--- config.mk ---
export PLATFORM = sky130hd
export DESIGN_NAME = neumann_sine_transform_line
export DESIGN_NICKNAME = d
export VERILOG_FILES = /design/src/rtl/nstl_pkg.sv /design/src/rtl/nstl_ctrl.sv /design/src/rtl/nstl_dp.sv /design/src/rtl/neumann_sine_transform_line.sv
export SDC_FILE = /design/constraint.sdc
export NUM_CORES = 2
export LEC_CHECK = 0
export BUFFER_PORTS_ARGS = -buffer_cell sky130_fd_sc_hd__buf_2
export CAP_MARGIN = 30
export CORE_MARGIN = 8
export CORE_UTILIZATION = 35
export DETAILED_ROUTE_END_ITERATION = 6
export PLACE_DENSITY = 0.51
export SYNTH_ARGS = -nofsm -noshare
export SYNTH_HDL_FRONTEND = slang
export SYNTH_SLANG_ARGS = --single-unit
--- constraint.sdc ---
create_clock -name clk -period 10.95 [get_ports clk]
set_clock_uncertainty 0.05 [all_clocks]
set_input_delay 1.6425 -clock clk [delete_from_list [all_inputs] [get_ports clk]]
set_output_delay 1.6425 -clock clk [all_outputs]
set_load 0.05 [all_outputs]
--- src/rtl/nstl_pkg.sv ---
// ----------------------------------------------------------------------------
// nstl_pkg: shared types and constants for the sine transform line
// Holds the default line length, controller state type, command bundle and
// the integer square root used to build the coefficient scale factors.
// ----------------------------------------------------------------------------
package nstl_pkg;

  localparam int NST_POINTS   = 64;
  localparam int MAX_ADDR_W   = 10;
  localparam int SAMPLE_W     = 24;
  localparam int INDEX_W      = 6;
  localparam int DRAIN_CYCLES = 8;
  localparam int DRAIN_W      = 4;
  localparam longint unsigned PI_Q30 = 64'd3373259426;

  typedef enum logic [1:0] {
    ST_LOAD,
    ST_RUN,
    ST_DRAIN
  } nstl_state_t;

  // One bundle from the controller to the datapath each cycle.
  typedef struct packed {
    logic                  load_we;
    logic                  load_first;
    logic [MAX_ADDR_W-1:0] load_addr;
    logic                  term_valid;
    logic                  term_first;
    logic                  term_last;
    logic                  term_corr;
    logic                  term_zero;
    logic                  term_odd;
    logic                  fwd;
    logic                  short_frame;
    logic [MAX_ADDR_W-1:0] term_addr;
    logic [MAX_ADDR_W-1:0] out_idx;
  } nstl_cmd_t;

  // Bitwise integer square root, evaluated at elaboration only.
  function automatic longint unsigned isqrt64(input longint unsigned v);
    longint unsigned r;
    longint unsigned bt;
    longint unsigned rem;
    int n;
    rem = v;
    r   = 64'd0;
    bt  = 64'd1 << 62;
    for (n = 0; n < 32; n++) begin
      if (rem >= r + bt) begin
        rem = rem - (r + bt);
        r   = (r >> 1) + bt;
      end else begin
        r = r >> 1;
      end
      bt = bt >> 2;
    end
    return r;
  endfunction

endpackage

--- src/rtl/nstl_ctrl.sv ---
// ----------------------------------------------------------------------------
// nstl_ctrl: sequencer for the sine transform line
// Counts samples into the line store, then walks every output through its
// terms plus one correction term, and waits for the datapath to drain.
// ----------------------------------------------------------------------------
module nstl_ctrl #(
  parameter int POINTS = nstl_pkg::NST_POINTS
) (
  input  logic                clk,
  input  logic                rst_n,
  input  logic                start,
  input  logic                last_sample,
  input  logic                cfg_valid,
  input  logic                cfg_direction,
  output logic                cfg_ready,
  output logic                busy,
  output nstl_pkg::nstl_cmd_t cmd
);

  localparam int ADDR_W = $clog2(POINTS);
  localparam int CNT_W  = $clog2(POINTS + 1);

  nstl_pkg::nstl_state_t state_r, state_nxt;
  logic [CNT_W-1:0]  cnt_r, cnt_nxt;
  logic [ADDR_W-1:0] i_r, i_nxt;
  logic [CNT_W-1:0]  t_r, t_nxt;
  logic              dir_r, dir_nxt;
  logic              line_fwd_r, line_fwd_nxt;
  logic              short_r, short_nxt;
  logic [nstl_pkg::DRAIN_W-1:0] drain_r, drain_nxt;

  always_ff @(posedge clk) begin
    if (!rst_n) begin
      state_r    <= nstl_pkg::ST_LOAD;
      cnt_r      <= '0;
      i_r        <= '0;
      t_r        <= '0;
      dir_r      <= 1'b0;
      line_fwd_r <= 1'b1;
      short_r    <= 1'b0;
      drain_r    <= '0;
    end else begin
      state_r    <= state_nxt;
      cnt_r      <= cnt_nxt;
      i_r        <= i_nxt;
      t_r        <= t_nxt;
      dir_r      <= dir_nxt;
      line_fwd_r <= line_fwd_nxt;
      short_r    <= short_nxt;
      drain_r    <= drain_nxt;
    end
  end

  always_comb begin
    state_nxt    = state_r;
    cnt_nxt      = cnt_r;
    i_nxt        = i_r;
    t_nxt        = t_r;
    line_fwd_nxt = line_fwd_r;
    short_nxt    = short_r;
    drain_nxt    = drain_r;
    busy         = (state_r != nstl_pkg::ST_LOAD);
    cfg_ready    = (state_r == nstl_pkg::ST_LOAD);
    dir_nxt      = (cfg_valid && cfg_ready) ? cfg_direction : dir_r;

    cmd             = '0;
    cmd.fwd         = line_fwd_r;
    cmd.short_frame = short_r;
    cmd.load_addr   = nstl_pkg::MAX_ADDR_W'(cnt_r[ADDR_W-1:0]);
    cmd.load_first  = (cnt_r == '0);
    cmd.term_addr   = nstl_pkg::MAX_ADDR_W'(t_r[ADDR_W-1:0]);
    cmd.out_idx     = nstl_pkg::MAX_ADDR_W'(i_r);
    cmd.term_odd    = t_r[0];

    unique case (state_r)
      nstl_pkg::ST_LOAD: begin
        if (start) begin
          cmd.load_we = 1'b1;
          cnt_nxt     = cnt_r + 1'b1;
          if (last_sample || cnt_r == CNT_W'(POINTS - 1)) begin
            line_fwd_nxt = !dir_r;
            short_nxt    = (cnt_r != CNT_W'(POINTS - 1));
            i_nxt        = '0;
            t_nxt        = '0;
            state_nxt    = nstl_pkg::ST_RUN;
          end
        end
      end
      nstl_pkg::ST_RUN: begin
        cmd.term_valid = 1'b1;
        cmd.term_first = (t_r == '0);
        cmd.term_last  = (t_r == CNT_W'(POINTS));
        cmd.term_corr  = (t_r == CNT_W'(POINTS));
        // Forward adds the line sum on the final output only; the transpose
        // adds the last sample to every output, which is zero in a short line.
        if (t_r == CNT_W'(POINTS)) begin
          cmd.term_zero = line_fwd_r ? (i_r != ADDR_W'(POINTS - 1)) : short_r;
          t_nxt         = '0;
          i_nxt         = i_r + 1'b1;
          if (i_r == ADDR_W'(POINTS - 1)) begin
            drain_nxt = nstl_pkg::DRAIN_W'(nstl_pkg::DRAIN_CYCLES);
            state_nxt = nstl_pkg::ST_DRAIN;
          end
        end else begin
          cmd.term_zero = (t_r >= cnt_r);
          t_nxt         = t_r + 1'b1;
        end
      end
      nstl_pkg::ST_DRAIN: begin
        drain_nxt = drain_r - 1'b1;
        if (drain_r == '0) begin
          cnt_nxt   = '0;
          state_nxt = nstl_pkg::ST_LOAD;
        end
      end
      default: state_nxt = nstl_pkg::ST_LOAD;
    endcase
  end

endmodule

--- src/rtl/nstl_dp.sv ---
// ----------------------------------------------------------------------------
// nstl_dp: line store and multiply-accumulate pipeline
// Stores the line, folds the coefficient phase onto a quarter-wave table,
// multiplies, accumulates one output and rounds and saturates it.
// ----------------------------------------------------------------------------
module nstl_dp #(
  parameter int POINTS = nstl_pkg::NST_POINTS
) (
  input  logic                                clk,
  input  logic                                rst_n,
  input  nstl_pkg::nstl_cmd_t                 cmd,
  input  logic signed [nstl_pkg::SAMPLE_W-1:0] sample,
  output logic                                out_strobe,
  output logic signed [nstl_pkg::SAMPLE_W-1:0] out_value,
  output logic [nstl_pkg::INDEX_W-1:0]        out_index,
  output logic                                out_last_result,
  output logic                                out_short_frame,
  output logic                                out_saturated
);

  localparam int SW     = nstl_pkg::SAMPLE_W;
  localparam int ADDR_W = $clog2(POINTS);
  localparam int CNT_W  = $clog2(POINTS + 1);
  localparam int J_W    = $clog2(4 * POINTS) + 1;
  localparam int Q_W    = $clog2(POINTS + 1);
  localparam int OP_W   = SW + ADDR_W;
  localparam int CF_W   = 26;
  localparam int PROD_W = OP_W + CF_W;
  localparam int ACC_W  = PROD_W + CNT_W + 1;
  localparam int RW     = ACC_W - 24;
  localparam int MW     = nstl_pkg::MAX_ADDR_W;

  localparam longint unsigned S2Q = nstl_pkg::isqrt64((64'd1 << 61) / POINTS);
  localparam longint unsigned S1Q = nstl_pkg::isqrt64((64'd1 << 60) / POINTS);
  localparam longint unsigned CORR = (S1Q + S2Q + 64'd32) >> 6;
  localparam logic signed [CF_W-1:0] CORR_C = CF_W'(CORR);
  localparam logic signed [RW-1:0] VMAX = RW'(8388607);
  localparam logic signed [RW-1:0] VMIN = -RW'(8388608);

  // Quarter-wave coefficient table, Q24, built at elaboration.
  logic [24:0] qtab [0:POINTS];
  for (genvar gi = 0; gi <= POINTS; gi++) begin : g_qtab
    localparam longint X  = (longint'(nstl_pkg::PI_Q30) * gi + POINTS) / (2 * POINTS);
    localparam longint X2 = (X * X) >>> 30;
    localparam longint T1 = ((X * X2) >>> 30) / 6;
    localparam longint T2 = ((T1 * X2) >>> 30) / 20;
    localparam longint T3 = ((T2 * X2) >>> 30) / 42;
    localparam longint T4 = ((T3 * X2) >>> 30) / 72;
    localparam longint T5 = ((T4 * X2) >>> 30) / 110;
    localparam longint T6 = ((T5 * X2) >>> 30) / 156;
    localparam longint T7 = ((T6 * X2) >>> 30) / 210;
    localparam longint AC = X - T1 + T2 - T3 + T4 - T5 + T6 - T7;
    localparam longint SV = (AC < 0) ? 64'sd0 :
                            ((AC > (64'sd1 <<< 30)) ? (64'sd1 <<< 30) : AC);
    localparam longint unsigned QV = (S2Q * longint'(SV) + (64'd1 << 35)) >> 36;
    assign qtab[gi] = QV[24:0];
  end

  logic signed [SW-1:0]   mem [0:POINTS-1];
  logic signed [OP_W-1:0] sum_r;
  logic signed [SW-1:0]   vlast_r;

  always_ff @(posedge clk) begin
    if (cmd.load_we) begin
      mem[cmd.load_addr[ADDR_W-1:0]] <= sample;
      sum_r <= (cmd.load_first ? '0 : sum_r) + OP_W'(sample);
      if (cmd.load_addr[ADDR_W-1:0] == ADDR_W'(POINTS - 1)) begin
        vlast_r <= sample;
      end
    end
  end

  // Stage 1: memory read and phase index.
  logic [J_W-1:0] j_start, j_step, j_cur;
  logic [J_W:0]   j_sum;
  logic           v1_r, first1_r, last1_r, corr1_r, zero1_r, odd1_r;
  logic [J_W-1:0] j1_r;
  logic [MW-1:0]  idx1_r;
  logic signed [SW-1:0] rd1_r;

  always_comb begin
    j_start = cmd.fwd ? J_W'(cmd.out_idx) + J_W'(1) : J_W'({cmd.out_idx, 1'b0}) + J_W'(1);
    j_step  = cmd.fwd ? J_W'({cmd.out_idx, 1'b0}) + J_W'(2) : j_start;
    j_sum   = (J_W + 1)'(j1_r) + (J_W + 1)'(j_step);
    if (cmd.term_first) begin
      j_cur = j_start;
    end else if (j_sum >= (J_W + 1)'(4 * POINTS)) begin
      j_cur = J_W'(j_sum - (J_W + 1)'(4 * POINTS));
    end else begin
      j_cur = J_W'(j_sum);
    end
  end

  always_ff @(posedge clk) begin
    rd1_r <= mem[cmd.term_addr[ADDR_W-1:0]];
    if (!rst_n) begin
      v1_r <= 1'b0;
    end else begin
      v1_r <= cmd.term_valid;
    end
    if (cmd.term_valid) begin
      j1_r <= j_cur;
    end
    first1_r <= cmd.term_first;
    last1_r  <= cmd.term_last;
    corr1_r  <= cmd.term_corr;
    zero1_r  <= cmd.term_zero;
    // The sign flips where the sample position is even (the output index in the transpose).
    odd1_r   <= cmd.fwd ? cmd.term_odd : cmd.out_idx[0];
    idx1_r   <= cmd.out_idx;
  end

  // Stage 2: fold onto the quarter wave and choose the operand.
  logic [Q_W-1:0]         q2_r;
  logic                   neg2_r, v2_r, first2_r, last2_r, corr2_r;
  logic [MW-1:0]          idx2_r;
  logic signed [OP_W-1:0] op2_r;

  always_ff @(posedge clk) begin
    if (!rst_n) begin
      v2_r <= 1'b0;
    end else begin
      v2_r <= v1_r;
    end
    priority if (j1_r <= J_W'(POINTS)) begin
      q2_r   <= Q_W'(j1_r);
      neg2_r <= !odd1_r;
    end else if (j1_r <= J_W'(2 * POINTS)) begin
      q2_r   <= Q_W'(J_W'(2 * POINTS) - j1_r);
      neg2_r <= !odd1_r;
    end else if (j1_r <= J_W'(3 * POINTS)) begin
      q2_r   <= Q_W'(j1_r - J_W'(2 * POINTS));
      neg2_r <= odd1_r;
    end else begin
      q2_r   <= Q_W'(J_W'(4 * POINTS) - j1_r);
      neg2_r <= odd1_r;
    end
    if (zero1_r) begin
      op2_r <= '0;
    end else if (corr1_r) begin
      op2_r <= cmd.fwd ? sum_r : OP_W'(vlast_r);
    end else begin
      op2_r <= OP_W'(rd1_r);
    end
    first2_r <= first1_r;
    last2_r  <= last1_r;
    corr2_r  <= corr1_r;
    idx2_r   <= idx1_r;
  end

  // Stage 3: coefficient lookup.
  logic signed [CF_W-1:0] cf3_r;
  logic signed [OP_W-1:0] op3_r;
  logic                   v3_r, first3_r, last3_r;
  logic [MW-1:0]          idx3_r;
  logic signed [CF_W-1:0] mag2;

  assign mag2 = CF_W'(qtab[q2_r]);

  always_ff @(posedge clk) begin
    if (!rst_n) begin
      v3_r <= 1'b0;
    end else begin
      v3_r <= v2_r;
    end
    cf3_r    <= corr2_r ? CORR_C : (neg2_r ? -mag2 : mag2);
    op3_r    <= op2_r;
    first3_r <= first2_r;
    last3_r  <= last2_r;
    idx3_r   <= idx2_r;
  end

  // Stage 4: multiply.
  logic signed [PROD_W-1:0] prod4_r;
  logic                     v4_r, first4_r, last4_r;
  logic [MW-1:0]            idx4_r;

  always_ff @(posedge clk) begin
    if (!rst_n) begin
      v4_r <= 1'b0;
    end else begin
      v4_r <= v3_r;
    end
    prod4_r  <= PROD_W'(op3_r) * PROD_W'(cf3_r);
    first4_r <= first3_r;
    last4_r  <= last3_r;
    idx4_r   <= idx3_r;
  end

  // Stage 5: accumulate.
  logic signed [ACC_W-1:0] acc_r, acc_nxt, res5_r;
  logic                    v5_r;
  logic [MW-1:0]           idx5_r;

  assign acc_nxt = (first4_r ? '0 : acc_r) + ACC_W'(prod4_r);

  always_ff @(posedge clk) begin
    if (!rst_n) begin
      v5_r <= 1'b0;
    end else begin
      v5_r <= v4_r && last4_r;
    end
    if (v4_r) begin
      acc_r <= acc_nxt;
    end
    res5_r <= acc_nxt;
    idx5_r <= idx4_r;
  end

  // Stage 6: round to Q7.16 and saturate.
  logic signed [ACC_W-1:0] rnd;
  logic signed [RW-1:0]    shr;

  assign rnd = res5_r + (ACC_W'(1) <<< 23);
  assign shr = RW'(rnd >>> 24);

  always_ff @(posedge clk) begin
    if (!rst_n) begin
      out_strobe <= 1'b0;
    end else begin
      out_strobe <= v5_r;
    end
    if (shr > VMAX) begin
      out_value     <= SW'(VMAX);
      out_saturated <= 1'b1;
    end else if (shr < VMIN) begin
      out_value     <= SW'(VMIN);
      out_saturated <= 1'b1;
    end else begin
      out_value     <= SW'(shr);
      out_saturated <= 1'b0;
    end
    out_index       <= idx5_r[nstl_pkg::INDEX_W-1:0];
    out_last_result <= (idx5_r == MW'(POINTS - 1));
    out_short_frame <= cmd.short_frame;
  end

endmodule

--- src/rtl/neumann_sine_transform_line.sv ---
// ----------------------------------------------------------------------------
// neumann_sine_transform_line: sine transform of one line with correction
// Loads a line of samples, then produces every transformed element by a
// direct sum on one shared multiply-accumulate pipeline.
// ----------------------------------------------------------------------------
// A sample is taken each cycle that start is high and busy is low. The line
// closes on last_sample or on the POINTS-th sample; busy then rises while
// the single multiplier, doing one product per cycle, works through every
// term of every output, and stays high through the drain state. The
// POINTS results appear in index order, one per out_strobe pulse, and
// cannot be held off, so the receiver must take each one as it comes.
// Direction may be written only while busy is low.
module neumann_sine_transform_line #(
  parameter int POINTS = nstl_pkg::NST_POINTS
) (
  input  logic                                 clk,
  input  logic                                 rst_n,
  input  logic                                 start,
  output logic                                 busy,
  input  logic signed [nstl_pkg::SAMPLE_W-1:0] in_sample,
  input  logic                                 in_last_sample,
  output logic                                 out_strobe,
  output logic signed [nstl_pkg::SAMPLE_W-1:0] out_value,
  output logic [nstl_pkg::INDEX_W-1:0]         out_index,
  output logic                                 out_last_result,
  output logic                                 out_short_frame,
  output logic                                 out_saturated,
  input  logic                                 cfg_valid,
  output logic                                 cfg_ready,
  input  logic                                 cfg_direction
);

  nstl_pkg::nstl_cmd_t cmd;

  nstl_ctrl #(.POINTS(POINTS)) u_ctrl (
    .clk           (clk),
    .rst_n         (rst_n),
    .start         (start),
    .last_sample   (in_last_sample),
    .cfg_valid     (cfg_valid),
    .cfg_direction (cfg_direction),
    .cfg_ready     (cfg_ready),
    .busy          (busy),
    .cmd           (cmd)
  );

  nstl_dp #(.POINTS(POINTS)) u_dp (
    .clk             (clk),
    .rst_n           (rst_n),
    .cmd             (cmd),
    .sample          (in_sample),
    .out_strobe      (out_strobe),
    .out_value       (out_value),
    .out_index       (out_index),
    .out_last_result (out_last_result),
    .out_short_frame (out_short_frame),
    .out_saturated   (out_saturated)
  );

endmodule

After elaboration in Yosys (flattened, before gate mapping)
Memories as Yosys holds them, arrays and structs flattened. A register that Yosys moved wholly into a read port is not among the register bits.
Index checks and enable logic that the tools add are counted.
{ "word_totals": {"register_bits": 449, "ramBits": 1536, "romBits": 3200, "inputBits": 30, "output_inout_bits": 36, "elab_cells": 156, "mem_count": 2} }
{ "op_classes": {"n_addsub": 16, "multipliers": 1, "n_lt_le_gt_ge": 8, "n_eq_ne": 14, "mux": 46, "bitwise_logic": 2, "n_reduce_logical": 21} }
{ "memory_table": {"columns": ["memory", "depth", "width", "rd", "rd_clocked_by_memory_dff", "wr", "line_no", "rtl"], "rows": [
  ["(no name shown)", 128, 25, 1, 0, 0, "nstl_dp.sv:158", "assign mag2 = CF_W'(qtab[q2_r]);"],
  ["u_dp.mem", 64, 24, 1, 1, 1, "nstl_dp.sv:59", "logic signed [SW-1:0] mem [0:POINTS-1];"]
]} }
{ "ops": {"columns": ["operator", "n"], "rows": [
  ["$mux 30", 3],
  ["$mux 25", 3],
  ["$add 64x25->64 const B", 1],
  ["$add 64x64->64", 1],
  ["$mux 64", 1],
  ["$mul 30x26->56", 1],
  ["$mux 7", 8],
  ["$gt 40x24->1 const B", 1],
  ["$lt 40x24->1 const B", 1],
  ["$mux 9", 4],
  ["$add 30x30->30", 1],
  ["$pmux 7 s2", 2],
  ["$neg 25->26", 1],
  ["$mux 24", 1],
  ["$eq 6x6->1 const B", 3],
  ["$le 9x8->1 const B", 2],
  ["$mux 6", 3],
  ["$add 7x1->7 const B", 2],
  ["$logic_not 7->1", 2],
  ["$sub 1x7->7 const A", 2],
  ["$pmux 6 s2", 1],
  ["$reduce_and 3->1", 4],
  ["$add 9x9->10", 1],
  ["$ge 10x9->1 const B", 1],
  ["36 further kinds", 58]
]} }

Depth between registers and ports, before layout
{ "depth": {"depth_word": 7, "mapped_depth": 27, "mapped_depth_nobuf": 25} }

Modules after synthesis
A second synthesis with hierarchy kept.
{ "unflattened": {"hier_cells": 7597, "hier_area_um2": 108811.9} }
{ "by_module_without_submodules": {"columns": ["mod", "n_inst", "cells_per_inst", "area_each_um2", "seq_area_each_um2"], "rows": [
  ["nstl_dp", 1, 7355, 106808.7, 56264.0],
  ["nstl_ctrl", 1, 242, 2003.2, 580.6]
]} }

Least setup slack after synthesis
No wires, ideal clock.
{ "synth_path": {"kind": "register to register", "startpoint": "register u_dp.op3_r[29]", "endpoint": "register u_dp.prod4_r[47]", "setup_time_ns": 0.065, "t_arrival_ns": 7.167, "t_required_ns": 10.835, "setup_slack_ns": 3.669, "path_stages_with_launch": 26, "n_path_buf": 2, "synth_period_minus_slack_ns": 7.281, "cell_sequence": "dfxtp_1 -> clkbuf_1 -> nand2_1 -> inv_1 -> fa_1 -> fa_1 -> inv_1 -> fa_1 -> inv_1 -> fa_1 -> fa_1 -> fa_1 -> inv_1 -> fa_1 -> inv_1 -> ha_1 -> clkbuf_1 -> a21o_1 -> a21o_1 -> a21o_1 -> a21o_1 -> a221o_1 -> a31oi_1 -> o21ai_1 -> a2111oi_0 -> nand4b_1"} }
{ "synth_via": {"elab_chain_cells": 1} }
{ "synth_rtl": {"columns": ["element", "line_no", "rtl"], "rows": [
  ["from (decl)", "nstl_dp.sv:153", "logic signed [OP_W-1:0] op3_r;"],
  ["from (signal assigned)", "nstl_dp.sv:167", "op3_r <= op2_r;"],
  ["$mul 30x26->56", "nstl_dp.sv:184", "prod4_r <= PROD_W'(op3_r) * PROD_W'(cf3_r);"],
  ["to (signal assigned)", "nstl_dp.sv:184", null],
  ["to (decl)", "nstl_dp.sv:174", "logic signed [PROD_W-1:0] prod4_r;"]
]} }
Every way passes these cells.
A chain may end at the register's enable or synchronous reset.

Worst setup path in the final report
{ "layout_path": {"startpoint": "register u_dp.cf3_r[3]", "endpoint": "register u_dp.prod4_r[50]"} }
{ "layout_via": {"elab_chain_cells": 1} }
{ "layout_rtl": {"columns": ["element", "line_no", "rtl"], "rows": [
  ["from (decl)", "nstl_dp.sv:152", "logic signed [CF_W-1:0] cf3_r;"],
  ["from (signal assigned)", "nstl_dp.sv:166", "cf3_r <= corr2_r ? CORR_C : (neg2_r ? -mag2 : mag2);"],
  ["$mul 30x26->56", "nstl_dp.sv:184", null]
]} }
Every way passes these cells.

==> metrics.txt <==
Avg WL per Cell=24.6 um; dpl hpwl=197 mm; CTS tree=built; initial antenna violation count=16; Mean Syn Cell Area=roughly 14 um^2; Slew HR=0.317; asr flop ratio synth=0; CP Class=reg2reg; GRT overflow=0; layout cells sized above 1=0.156; final setup vio count=0; clock transition at the registers of the reported paths=roughly 0.080 ns; nets=slightly below 9000; register area share after synthesis=0.519; Site Rows=204; Synth area leaders=edfxtp_1 (46%), fa_1 (15%), mux4_2 (11%); root buffer cell=clkbuf_16; Unique masters post-synth=111; DR pass1 iterations=6; R2R Setup Slk=around 2.3 ns; Arr. time, crit path=roughly 9.3 ns; initial drt markers=approximately 5100; pin count of the biggest net entering global routing=~140; critical path startpoint category=flip-flop; Hold Violations, Final=0; Slew @ Worst Pin=approximately 1 ns; vias per cell=roughly 5.2; synthesized flop and latch total=1986; Tot GR Track Use=0.178; Port Buffers=65; Initial Utilization=0.352; Mapped Cells=7634; Tmin final=about 8.6 ns; routed wire length=296 mm; Most used DFF post-synth=edfxtp_1; post-synth top area share=0.460; Mapped Nets=between 8000 and 9000; Max-Cap Viols=0; Die ar.=between 300000 and 400000 um^2; YS warnings=0; hold_buf cts=0; Final period util=0.787; IO Pins=between 60 and 70; fin cells=12100; Critical Path RT=11.66 ns; vias in the first global route=between 60000 and 70000; cell taking the most area after synthesis=edfxtp_1; most numerous cell in the Yosys netlist=edfxtp_1; post-synthesis to final-layout area growth=12.0%; f_max=approximately 120 MHz; Final Core Density=0.394; DRC=0; clock sink total=roughly 2000; Core ar.=309000 um^2; Placer Congestion=0.837; Hold Path Class=reg2reg; top post-synthesis cells by count=edfxtp_1 (1663), inv_1 (938), fa_1 (809); TNS Setup=0 ns; first-pass GRT wire length=about 440 mm; via count=slightly above 60000; RSZ-0062 raised after global routing=false; post-CTS setup buffers=0; fillers=just under 30000; Placed Instances=11700; PostCTS Resize Cnt=0; Slew Limit Fails=0; number of synthesized flops with an enable pin=1663; clock buffer depth=4; clock latency on the worst-skew pair=just over 0.9 ns; CTS Buf Count=217; DIE WIDTH=between 500 and 600 um; Die Ht=about 570 um; Synth Cell Area=approximately 110000 um^2; worst-path fanout max=20; CP Capture Type=flip-flop; status=complete, no violations; htree depth=4; post-route ant nets=0
-- cells by family after synthesis --
group                      share of synthesized area
DFF                                            0.519
and+or+nand+nor                               0.0798
buffers and inverters                         0.0462
adders and majority gates                      0.183
AOI/OAI and AO/OA                             0.0462
muxes                                          0.109
xor gates and xnor gates                      0.0166
-- worst max-delay path, stage by stage (launching register included) --
cell and delay (ns):
dfxtp_1 0.99, buf_4 0.36, nand2_1 0.10, fa_1 0.52
inv_1 0.06, fa_1 0.53, inv_1 0.05, fa_1 0.49
fa_1 0.51, inv_1 0.05, fa_1 0.50, fa_1 0.49
inv_1 0.05, fa_1 0.48, inv_1 0.04, ha_1 0.36
nand2_1 0.10, nor2_1 0.34, o2111ai_1 0.50, a31oi_1 0.46
o221ai_1 0.35, o21ai_0 0.65, a22oi_1 0.16, o311ai_0 0.31
-- cell type report --
class / count / area [um^2] / area share
flip-flops and latches: 1986 / 56400 / 0.464
multi-input cells: 4342 / 47500 / 0.390
inverters: 944 / 3540 / 0.0291
clock inverters: 119 / 1020 / 0.00841
diodes: 6 / 15.0 / 0.000123
clock buffers: 271 / 5820 / 0.0478
well taps: 4120 / 5150 / 0.0424
repair buffers: 265 / 2210 / 0.0181
-- worst paths after layout --
path | endpoint | cells after the start | startpoint
min reg2reg | u_dp.op3_r[12] | 0 | u_dp.op2_r[12]
max reg2reg | u_dp.prod4_r[50] | 23 | u_dp.cf3_r[3]
min | u_dp.op3_r[12] | 0 | u_dp.op2_r[12]
max | u_dp.prod4_r[50] | 23 | u_dp.cf3_r[3]
-- cell usage in the layout (no fill, tap or decap), types with 28 or more instances in the layout --
cell type	count
edfxtp_1	1663
inv_1	938
fa_1	809
nand2_1	596
mux4_2	509
and2_1	382
dfxtp_1	311
ha_1	291
nor2_1	229
clkbuf_16	222
a21oi_1	198
buf_4	173
xnor2_1	143
o21ai_0	125
nor2b_1	96
a21o_1	88
nand3_1	81
nor3_1	75
buf_2	65
xor2_1	63
a211oi_1	49
nand2b_1	48
clkinv_2	43
nor2_2	41
clkbuf_1	41
clkinv_1	40
a31oi_1	39
mux2i_1	37
o21bai_1	34
and3_1	31
nand4_1	28
-- routing by layer --
| layer | vias to the layer above | routed length [um] | global-route usage |
|---|---|---|---|
| li1 | 27200 | - | - |
| met1 | 33200 | 127000 | 0.236 |
| met2 | 1604 | 147000 | 0.309 |
| met3 | 387 | 13400 | 0.0214 |
| met4 | 4 | 8660 | 0.0496 |
| met5 | - | 27 | 0 |
-- sequential cells by signal, indices dropped and copies added (netlist names), 4 cells and up --
name and count:
u_dp.mem 1536, u_dp.acc_r 64, u_dp.prod4_r 56, u_dp.res5_r 41, u_dp.op2_r 30, u_dp.op3_r 30, u_dp.sum_r 30, u_dp.cf3_r 26
u_dp.out_value 24, u_dp.rd1_r 24, u_dp.vlast_r 24, u_dp.j1_r 9, u_ctrl.cnt_r 7, u_ctrl.t_r 7, u_dp.q2_r 7, u_ctrl.i_r 6
u_dp.idx1_r 6, u_dp.idx2_r 6, u_dp.idx3_r 6, u_dp.idx4_r 6, u_dp.idx5_r 6, u_dp.out_index 6, u_ctrl.drain_r 4
-- metrics by stage --
stage,setup WS (ns),instance area [um^2],hold slack [ns]
final,2.33,122000,0.266
after global routing,1.76,122000,0.252
after CTS,2.17,122000,0.251
after detailed placement,2.25,115000,0.262
after global placement,2.40,114000,0.261
after floorplan,3.67,109000,0.260
Power is left out: the tool's default activity adds up to more than one toggle a clock period on the data nets, which glitch-free logic cannot reach.
